$ cat config.mk
export PLATFORM = sky130hd
export DESIGN_NAME = ascii_signed_int_list_parser_top_flat
export DESIGN_NICKNAME = d
export VERILOG_FILES = /design/src/design/asilp_pkg.sv /design/src/design/asilp_if.sv /design/src/design/asilp_step.sv /design/src/design/ascii_signed_int_list_parser_top.sv /design/src/flat_wrapper.sv
export SDC_FILE = /design/constraint.sdc
export NUM_CORES = 1
export LEC_CHECK = 0
export BUFFER_PORTS_ARGS = -buffer_cell sky130_fd_sc_hd__buf_2
export CAP_MARGIN = 10
export CORE_AREA = 8 8 171 173
export CTS_CLUSTER_DIAMETER = 60
export DETAILED_ROUTE_END_ITERATION = 8
export DIE_AREA = 0 0 179 181
export HOLD_SLACK_MARGIN = 0.06
export PLACE_DENSITY = 0.45
export SLEW_MARGIN = 20
export SYNTH_ARGS = -nofsm -noshare
export SYNTH_HDL_FRONTEND = slang
export SYNTH_HIERARCHICAL = 1
export SYNTH_SLANG_ARGS = --single-unit
$ cat constraint.sdc
create_clock -name clk -period 14.9 [get_ports clk]
set_input_delay 2.98 -clock clk [delete_from_list [all_inputs] [get_ports clk]]
set_output_delay 2.98 -clock clk [all_outputs]
set_load 0.005 [all_outputs]
$ cat src/design/asilp_pkg.sv
// Shared constants and types for the ASCII signed integer list parser.
// No dependencies; imported by every design file.
`timescale 1ns / 1ps

package asilp_pkg;

	localparam int VALUE_BITS_DEF = 32;

	localparam logic [7:0] CH_ZERO     = 8'h30;
	localparam logic [7:0] CH_NINE     = 8'h39;
	localparam logic [7:0] CH_MINUS    = 8'h2D;
	localparam logic [7:0] CH_PLUS     = 8'h2B;
	localparam logic [7:0] DELIM_RESET = 8'd44;

	typedef struct packed {
		logic negative;
		logic digits;
		logic saturated;
	} pend_flags_t;

	typedef struct packed {
		logic valid;
		logic overflowed;
		logic by_end;
	} res_ctl_t;

endpackage

$ cat src/design/asilp_if.sv
// Handshake channels for text items in and parsed numbers out.
// Depends on asilp_pkg for the default value width.
`timescale 1ns / 1ps

interface asilp_in_if;
	logic       valid;
	logic       ready;
	logic [7:0] text_byte;
	logic       end_of_text;

	modport source (output valid, output text_byte, output end_of_text, input ready);
	modport sink   (input valid, input text_byte, input end_of_text, output ready);
endinterface

interface asilp_out_if
	import asilp_pkg::*;
#(
	parameter int VALUE_BITS = VALUE_BITS_DEF
);
	logic                         valid;
	logic                         ready;
	logic signed [VALUE_BITS-1:0] number_value;
	logic                         overflowed;
	logic                         ended_by_text_end;

	modport source (output valid, output number_value, output overflowed,
		output ended_by_text_end, input ready);
	modport sink   (input valid, input number_value, input overflowed,
		input ended_by_text_end, output ready);
endinterface

$ cat src/design/asilp_step.sv
// Next-state and result logic for one text item of the parser.
// Depends on asilp_pkg for character codes and the flag structs.
`timescale 1ns / 1ps

module asilp_step
	import asilp_pkg::*;
#(
	parameter int VALUE_BITS = VALUE_BITS_DEF
) (
	input  logic [7:0]                   text_byte,
	input  logic                         end_of_text,
	input  logic [7:0]                   delimiter,
	input  logic [VALUE_BITS-1:0]        acc,
	input  pend_flags_t                  flags,
	output logic [VALUE_BITS-1:0]        acc_nxt,
	output pend_flags_t                  flags_nxt,
	output res_ctl_t                     res_ctl,
	output logic signed [VALUE_BITS-1:0] res_value
);

	localparam int WIDE = VALUE_BITS + 4;
	localparam logic [VALUE_BITS-1:0] CAP     = {1'b1, {(VALUE_BITS-1){1'b0}}};
	localparam logic [VALUE_BITS-1:0] POS_MAX = {1'b0, {(VALUE_BITS-1){1'b1}}};

	logic                  is_delim;
	logic                  is_sep;
	logic                  is_digit;
	logic [3:0]            digit;
	logic [WIDE-1:0]       prod;
	logic                  too_big;
	logic [VALUE_BITS-1:0] acc_a;
	pend_flags_t           flags_a;
	logic [VALUE_BITS-1:0] src_acc;
	pend_flags_t           src_flags;

	always_comb begin
		is_delim = (text_byte == delimiter);
		is_sep   = is_delim || (text_byte == CH_PLUS) || (text_byte == CH_MINUS);
		is_digit = (text_byte >= CH_ZERO) && (text_byte <= CH_NINE);
		digit    = 4'(text_byte - CH_ZERO);
		prod     = {3'b000, acc, 1'b0} + {1'b0, acc, 3'b000} + WIDE'(digit);
		too_big  = flags.saturated || (prod > WIDE'(CAP));

		acc_a   = acc;
		flags_a = flags;
		if (is_sep) begin
			acc_a             = '0;
			flags_a.digits    = 1'b0;
			flags_a.saturated = 1'b0;
			flags_a.negative  = !is_delim && (text_byte == CH_MINUS);
		end else if (is_digit) begin
			flags_a.digits = 1'b1;
			if (too_big) begin
				acc_a             = CAP;
				flags_a.saturated = 1'b1;
			end else begin
				acc_a = prod[VALUE_BITS-1:0];
			end
		end

		if (end_of_text) begin
			acc_nxt   = '0;
			flags_nxt = '0;
		end else begin
			acc_nxt   = acc_a;
			flags_nxt = flags_a;
		end

		src_acc   = is_sep ? acc : acc_a;
		src_flags = is_sep ? flags : flags_a;

		res_ctl.valid      = is_sep ? flags.digits : (end_of_text && flags_a.digits);
		res_ctl.by_end     = !is_sep;
		res_ctl.overflowed = src_flags.saturated || (!src_flags.negative && src_acc[VALUE_BITS-1]);
		if (src_flags.negative) begin
			res_value = signed'(VALUE_BITS'(-src_acc));
		end else if (src_acc[VALUE_BITS-1]) begin
			res_value = signed'(POS_MAX);
		end else begin
			res_value = signed'(src_acc);
		end
	end

endmodule

$ cat src/design/ascii_signed_int_list_parser_top.sv
// Top level: ASCII signed decimal integer list parser.
// A result is valid the cycle after the item that completes it is accepted.
// Takes one item per cycle while the output register is empty or its result is being taken.
// A result waiting in the output register does not block input while it is being taken.
// Reset (arst_n low, asynchronous) clears the pending number and output valid,
// and sets the delimiter to a comma. Depends on asilp_pkg, asilp_if and asilp_step.
`timescale 1ns / 1ps

module ascii_signed_int_list_parser_top
	import asilp_pkg::*;
#(
	parameter int VALUE_BITS = VALUE_BITS_DEF
) (
	input  logic        clk,
	input  logic        arst_n,
	input  logic        delimiter_we,
	input  logic [7:0]  delimiter_wdata,
	asilp_in_if.sink    in_ch,
	asilp_out_if.source res
);

	logic [7:0]                   delim_q;
	logic [VALUE_BITS-1:0]        acc_q;
	pend_flags_t                  flags_q;
	logic                         out_valid_q;
	logic signed [VALUE_BITS-1:0] out_value_q;
	logic                         out_ovf_q;
	logic                         out_end_q;

	logic [VALUE_BITS-1:0]        acc_nxt;
	pend_flags_t                  flags_nxt;
	res_ctl_t                     res_ctl;
	logic signed [VALUE_BITS-1:0] res_value;
	logic                         take;

	asilp_step #(
		.VALUE_BITS(VALUE_BITS)
	) u_step (
		.text_byte  (in_ch.text_byte),
		.end_of_text(in_ch.end_of_text),
		.delimiter  (delim_q),
		.acc        (acc_q),
		.flags      (flags_q),
		.acc_nxt    (acc_nxt),
		.flags_nxt  (flags_nxt),
		.res_ctl    (res_ctl),
		.res_value  (res_value)
	);

	assign in_ch.ready = !out_valid_q || res.ready;
	assign take        = in_ch.valid && in_ch.ready;

	always_ff @(posedge clk or negedge arst_n) begin
		if (!arst_n) begin
			delim_q <= DELIM_RESET;
		end else if (delimiter_we) begin
			delim_q <= delimiter_wdata;
		end
	end

	always_ff @(posedge clk or negedge arst_n) begin
		if (!arst_n) begin
			acc_q   <= '0;
			flags_q <= '0;
		end else if (take) begin
			acc_q   <= acc_nxt;
			flags_q <= flags_nxt;
		end
	end

	always_ff @(posedge clk or negedge arst_n) begin
		if (!arst_n) begin
			out_valid_q <= 1'b0;
		end else if (in_ch.ready) begin
			out_valid_q <= take && res_ctl.valid;
		end
	end

	always_ff @(posedge clk) begin
		if (in_ch.ready) begin
			out_value_q <= res_value;
			out_ovf_q   <= res_ctl.overflowed;
			out_end_q   <= res_ctl.by_end;
		end
	end

	assign res.valid             = out_valid_q;
	assign res.number_value      = out_value_q;
	assign res.overflowed        = out_ovf_q;
	assign res.ended_by_text_end = out_end_q;

endmodule

$ cat src/flat_wrapper.sv
// flat-port wrapper written by rule: the top's interface ports become plain ports
module ascii_signed_int_list_parser_top_flat import asilp_pkg::*;
#(
	parameter int VALUE_BITS = VALUE_BITS_DEF
)
  (clk, arst_n, delimiter_we, delimiter_wdata, in_ch_valid, in_ch_text_byte, in_ch_end_of_text, in_ch_ready, res_valid, res_number_value, res_overflowed, res_ended_by_text_end, res_ready);
  asilp_in_if in_ch_i ();
  asilp_out_if #(.VALUE_BITS(VALUE_BITS)) res_i ();
  input  logic clk;
  input  logic arst_n;
  input  logic delimiter_we;
  input  logic [7:0] delimiter_wdata;
  input wire logic [$bits(in_ch_i.valid)-1:0] in_ch_valid;
  input wire logic [$bits(in_ch_i.text_byte)-1:0] in_ch_text_byte;
  input wire logic [$bits(in_ch_i.end_of_text)-1:0] in_ch_end_of_text;
  output wire logic [$bits(in_ch_i.ready)-1:0] in_ch_ready;
  output wire logic [$bits(res_i.valid)-1:0] res_valid;
  output wire logic [$bits(res_i.number_value)-1:0] res_number_value;
  output wire logic [$bits(res_i.overflowed)-1:0] res_overflowed;
  output wire logic [$bits(res_i.ended_by_text_end)-1:0] res_ended_by_text_end;
  input wire logic [$bits(res_i.ready)-1:0] res_ready;
  assign in_ch_i.valid = in_ch_valid;
  assign in_ch_i.text_byte = in_ch_text_byte;
  assign in_ch_i.end_of_text = in_ch_end_of_text;
  assign in_ch_ready = in_ch_i.ready;
  assign res_valid = res_i.valid;
  assign res_number_value = res_i.number_value;
  assign res_overflowed = res_i.overflowed;
  assign res_ended_by_text_end = res_i.ended_by_text_end;
  assign res_i.ready = res_ready;
  ascii_signed_int_list_parser_top #(.VALUE_BITS(VALUE_BITS)) u_core (.clk(clk), .arst_n(arst_n), .delimiter_we(delimiter_we), .delimiter_wdata(delimiter_wdata), .in_ch(in_ch_i), .res(res_i));
endmodule
==> Word level (Yosys, flattened, before mapping) <==
Index checks and enable logic that the tools add are counted.
{ "totals": {"ff_bits": 78, "in_bits": 22, "out_inout_bits": 36, "word_cells": 48} }
{ "classes": {"addsub": 4, "magnitude_cmp": 3, "n_eq_ne": 3, "muxes": 14, "n_reduce_logical": 15} }
{ "op_table": {"columns": ["op", "n"], "rows": [
  ["32-bit 2-to-1 mux", 6],
  ["33-bit by 35-bit adder with 36-bit output", 1],
  ["36-bit by 4-bit adder with 36-bit output", 1],
  ["36-bit by 32-bit > comparator with 1-bit output, second input constant", 1],
  ["32-bit negator", 1],
  ["31-bit 2-to-1 mux", 1],
  ["8-bit by 6-bit equality test with 1-bit output, second input constant", 2],
  ["8-bit equality test", 1],
  ["8-bit by 6-bit greater-or-equal comparator with 1-bit output, second input constant", 1],
  ["8-bit by 6-bit <= comparator with 1-bit output, second input constant", 1],
  ["1-bit logical AND", 6],
  ["3-bit 2-to-1 mux", 2],
  ["1-bit logical OR", 5],
  ["1-bit zero test", 4],
  ["2-bit 2-to-1 mux", 2],
  ["4-bit by 1-bit subtractor with 4-bit output, second input constant", 1],
  ["1-bit 2-to-1 mux", 3]
]} }

==> Depth between registers and ports, before layout <==
{ "depth": {"word_depth": 11, "ltp_mapped": 23, "depth_no_buf": 22} }

==> By module <==
Netlist, hierarchy kept.
{ "modules_own_cells": {"columns": ["mod", "n_inst", "cells_per_inst", "area_per_inst_um2", "seq_area_each_um2"], "rows": [
  ["asilp_step", 1, 770, 4989.8, 0.0],
  ["ascii_signed_int_list_parser_top", 1, 129, 2793.9, 2125.8]
]} }

==> Least setup slack after synthesis <==
Ideal clock, no wire load.
{ "synth_path": {"kind": "input -> register", "startpoint": "input port in_ch_text_byte[3]", "endpoint": "register u_core.out_value_q[24] (netlist: u_core/res.number_value[24]), data pin", "setup_time_ps": 157, "t_arrival_ps": 7445, "t_required_ps": 14743, "setup_slack_ps": 7298, "stages": 22, "n_path_buf": 1, "cell_sequence": "inv_1 > fa_1 > fa_1 > nand2b_1 > a211oi_4 > o21ai_1 > o21ai_1 > xor2_1 > nor4_1 > nand4_1 > o31a_1 > nor3_2 > a22oi_1 > ha_1 > nand2_1 > a21oi_1 > o31ai_2 > nor3_1 > and2_1 > buf_6 > a21bo_1 > a32oi_1"} }
{ "synth_via": {"elab_chain_cells": 10, "elab_cells_between_ends": 23, "cone_classes": "3 x add/sub; 3 x order compare; 3 x eq/ne; 8 x mux; 6 x reduce/logical"} }
{ "synth_lines": {"columns": ["element", "line_no", "text"], "rows": [
  ["start: declaration", "flat_wrapper.sv:14", "input wire logic [$bits(in_ch_i.text_byte)-1:0] in_ch_text_byte;"],
  ["4-bit by 1-bit subtractor with 4-bit output", "asilp_step.sv:40", "digit = 4'(text_byte - CH_ZERO);"],
  ["36-bit by 4-bit adder with 36-bit output", "asilp_step.sv:41", "prod = {3'b000, acc, 1'b0} + {1'b0, acc, 3'b000} + WIDE'(digit);"],
  ["36-bit by 32-bit > comparator with 1-bit output", "asilp_step.sv:42", "too_big = flags.saturated || (prod > WIDE'(CAP));"],
  ["1-bit logical OR", "asilp_step.sv:42", null],
  ["32-bit 2-to-1 mux", "asilp_step.sv:53", "if (too_big) begin"],
  ["32-bit 2-to-1 mux", "asilp_step.sv:51", "end else if (is_digit) begin"],
  ["32-bit 2-to-1 mux", "asilp_step.sv:46", "if (is_sep) begin"],
  ["32-bit 2-to-1 mux", "asilp_step.sv:69", "src_acc = is_sep ? acc : acc_a;"],
  ["32-bit negator / 31-bit 2-to-1 mux (equally long branches)", "asilp_step.sv:76, asilp_step.sv:77", null],
  ["32-bit 2-to-1 mux *", "asilp_step.sv:75", "if (src_flags.negative) begin"],
  ["named net u_core.res_value[24]", "ascii_signed_int_list_parser_top.sv:33", "logic signed [VALUE_BITS-1:0] res_value;"],
  ["end signal: assignment", "ascii_signed_int_list_parser_top.sv:81", "out_value_q <= res_value;"],
  ["end: declaration", "ascii_signed_int_list_parser_top.sv:26", "logic signed [VALUE_BITS-1:0] out_value_q;"]
]} }
Mark *: on every way through the listed nets, which the timed path passes. The rest lies on a longest branch.
A chain may end at the register's enable or synchronous reset.

==> Worst setup path after layout <==
Ends and elaborated chain as after synthesis.

==> results by group <==
Run status
  • Status: finished, final reports clean

CTS
  • Postcts setup bufs: 0
  • Maximum clock insertion buffer count: 2
  • Root Driver: clkbuf_16
  • # hold bufs at CTS: 0
  • CTS tree: done
  • Clock-pin slew on the worst setup and hold paths: roughly 0.06 ns
  • H-tree depth: 3
  • Clock Latency Late Sink: between 0.3 and 0.4 ns
  • Post-CTS sizing: 0
  • Number of clock sinks: 78
  • TritonCTS buffer count: 9

Logic synthesis
  • Synth Flop Type: dfrtp_1
  • Compound-Gate Fraction of Synth Area: about a quarter
  • Post-Syn Area: around 7800 um^2
  • FFs w/ async S/R, synth: a little under three fifths
  • Top cells by area, synth: dfrtp_1 13%, edfxtp_1 13%, ha_1 10%
  • Mux cell area share after synthesis: about 8%
  • Adder-cell share of the synthesized area: between 10% and 20%
  • Register area share after synthesis: 27.31%
  • Syn. warnings: 6
  • Mapped Cells: 899
  • Number of synthesized flops with an enable pin: 34
  • Post-synthesis simple-gate area fraction: about 19%
  • Syn nets: between 900 and 1,000
  • Post-synth top area share: 13.18%
  • Yosys reg bits: 78
  • Synth area leader: dfrtp_1
  • Netlist cell types: between 80 and 90
  • Main combinational cell family by area after synthesis: compound AO/OA/AOI/OAI gates
  • Xor and xnor fraction of the mapped netlist area: a little over 6%
  • Syn_area_per_cell: roughly 8.7 um^2

Floorplan
  • Std cell rows: 60
  • Die H: 181 um
  • Total core area: 26,500 um^2
  • I/O pin total: a little under 60
  • Die area: 32,400 um^2
  • Die W: between 150 and 200 um
  • Initial Utilization: a little under 30%

Setup path
  • Arr. time, crit path: approximately 9 ns
  • R2R Setup Slk: approximately 8.3 ns
  • Top fanout value on the critical path: 23
  • CP bufs+invs: 2
  • Crit path cell chain: buf_2 -> inv_1 -> fa_1 -> fa_1 -> nand2b_1 -> a211oi_4 -> o21ai_1 -> a2111oi_0 -> o21ai_1 -> a22oi_2 -> nand3_2 -> nor3_2 -> a22oi_1 -> ha_1 -> nand2_1 -> a21oi_1 -> o31ai_2 -> nor3_1 -> and2_1 -> a21bo_1 -> a32oi_1
  • Crit path kind: in2reg
  • RR Endpoint: u_core/res.number_value[24]$_DFFE_PP_
  • Worst r2r src: u_core/acc_q[0]$_DFFE_PN0P_
  • FF-to-FF path depth: 20
  • CP endpoint kind: flop
  • Crit-path max cell delay: 0.80 ns
  • CP delay by family, top: compound AO/OA/AOI/OAI gates
  • Worst path required time: between 15 and 20 ns
  • Max stage delay cell, worst path: a2111oi_0
  • Startpoint types: input pin

Drt
  • Via count: roughly 7,300
  • DR vias/cell: around 5.7
  • Initial DRC Count: approximately 580
  • DRC viols: 0
  • WL/cell: between 20 and 25 um
  • Total Routed Length: 26,690 um
  • Router iterations before antenna repair: 5
  • Antenna viol nets, final: 0

Final layout
  • Nets: 1,019
  • Layout cells sized above 1: 16.45%
  • Area growth from synthesis to layout: 10.80%
  • # fillers: about 2,800
  • Layout Cells excl Fill: 1,278

Pwr
  • VDD IR max: 53.96 uV
  • Total power per unit cell area: between 60 and 70 nW/um^2
  • Leakage power figure: between 0.003 and 0.004 uW

Min path
  • Worst Hold Class: reg2reg
  • Worst Hold Path EP: u_core/flags_q[1]$_DFFE_PN0P_
  • Hold path startpoint: u_core/flags_q[1]$_DFFE_PN0P_
  • Hold-critical path depth: 1

STA
  • Slew HR: between 30% and 40%
  • Final Hold Viols: 0
  • Crit path time final: approximately 8.8 ns
  • PnR worst setup slack: roughly 6.1 ns
  • F_max: 114.1 MHz
  • Crit share post-route: 58.82%
  • Setup Skew: between 0.015 and 0.02 ns
  • Worst-Margin Slew: 0.9325 ns
  • Setup tns final: 0 ns
  • Setup violators final: 0
  • RSZ-0062 raised after global routing: no
  • Final Slew Violations: 0

Placed design
  • Cell total after placement: 1,261
  • I/O Buffers: 57
  • GPL Wtd Cong: slightly below 0.9
  • Pre-CTS setup slack: just under 6 ns
  • HPWL Detailed: roughly 20,000 um

GRT
  • Overflow left after global routing: 0
  • GRT Util Overall: between 10% and 20%
  • Largest net degree at the start of global routing: 47
  • Number of global-route vias before repair: just over 7,000
  • First-pass GRT wire length: 42,010 um
  • Initial antenna violation count: 0

Run
  • Max-cap violation count: 0
## layout make-up
type / count / area [um^2] / share of cell area, %
inverters: 17 / 63.81 / 0.7399
clock inverters: 7 / 57.56 / 0.6673
multi-input cells: 760 / 5378 / 62.35
well taps: 341 / 426.7 / 4.947
flip-flops and latches: 78 / 2126 / 24.65
clock buffers: 9 / 225.2 / 2.611
repair buffers: 65 / 345.3 / 4.004
diodes: 1 / 2.502 / 0.02901
## cell usage in the layout (no fill, tap or decap), drive strengths merged, types with 34 or more instances in the layout
cell type,instances
buf,65
a21oi,84
a22oi,46
mux2,43
nor2,74
edfxtp,34
nand2,107
xor2,35
o21ai,53
dfrtp,41
ha,64
## cells by family after synthesis
family                   count (synthesis)
flip-flops                              78
AND/OR/NAND/NOR                        308
AO/OA/AOI/OAI                          287
buffers and inverters                   61
multiplexers                            44
adder cells (fa/ha/maj)                 66
XOR/XNOR                                55
## where the power goes
part / total [uW] / internal (uW) / switching, uW
sequential: 245 / 239 / 5.59
clock: 216 / 115 / 101
combinational: 112 / 46.2 / 66.1
## flip-flops by register name, indices dropped and copies added (netlist names)
signal                        flops
u_core/res.valid                  1
u_core/res.overflowed             1
u_core/flags_q                    3
u_core/res.number_value          32
u_core/res.ended_by_text_end      1
u_core/acc_q                     32
u_core/delim_q                    8
## worst reg2reg max path: cells and delay by family (launching register included)
family	cells	cell delay (ns)
AO/OA/AOI/OAI	10	2.51
flip-flops	1	0.51
buffers and inverters	1	0.11
AND/OR/NAND/NOR	6	1.98
adder cells (fa/ha/maj)	3	1.30
## routing by layer
metal / wire length [um] / vias to the layer above / GRT usage (%)
li1: - / 3456 / -
met2: 11630 / 257 / 24.90
met5: 0 / - / 0
met3: 1599 / 28 / 2.335
met1: 13000 / 3514 / 23.53
met4: 459 / 0 / 4.333
## metrics by stage
step	util, %	hold slack, ns	power (uW)	instance area [um^2]
final	32.54	0.5210	572.9	8625
after global placement	31.47	0.5041	361.7	8339
after detailed placement	31.47	0.4978	361.7	8339
after global routing	32.54	0.5568	598.0	8622
after CTS	32.54	0.5232	579.6	8622
after floorplan	-	0.4774	324.5	7784
## cells in the mapped netlist, drive strengths merged (3+ instances only)
| cell | n |
|---|---|
| a21o | 10 |
| and3 | 10 |
| nand2 | 107 |
| edfxtp | 34 |
| xor2 | 35 |
| a32oi | 3 |
| dfrtp | 41 |
| a22o | 3 |
| o21ai | 53 |
| and4 | 3 |
| a22oi | 46 |
| buf | 24 |
| o211ai | 8 |
| a2111oi | 5 |
| o21a | 7 |
| or3 | 11 |
| nand2b | 10 |
| nand4 | 16 |
| o31a | 4 |
| nor2 | 74 |
| xnor2 | 20 |
| a31oi | 8 |
| nor4 | 10 |
| o2111ai | 3 |
| nand4b | 3 |
| inv | 17 |
| nor2b | 3 |
| mux2 | 43 |
| o21bai | 3 |
| o31ai | 6 |
| nor3b | 3 |
| nor3 | 23 |
| ha | 64 |
| clkbuf | 20 |
| o22ai | 3 |
| dfstp | 3 |
| a21oi | 84 |
| a21boi | 5 |
| a211oi | 9 |
| nand3 | 19 |
| and2 | 9 |
| a221oi | 4 |
## worst max path at each step
stage,startpoint,to,slack [ns],cells past startpoint
after floorplan,in_ch_text_byte[3],u_core/res.number_value[24]$_DFFE_PP_,7.30,22
after global placement,in_ch_text_byte[3],u_core/res.number_value[24]$_DFFE_PP_,5.94,21
after detailed placement,in_ch_text_byte[3],u_core/res.number_value[24]$_DFFE_PP_,5.79,21
after CTS,in_ch_text_byte[3],u_core/res.number_value[24]$_DFFE_PP_,6.14,21
after global routing,in_ch_text_byte[3],u_core/res.number_value[24]$_DFFE_PP_,5.79,21
final,in_ch_text_byte[3],u_core/res.number_value[24]$_DFFE_PP_,6.14,21
Note: power is estimated with default switching activity, not from simulation.
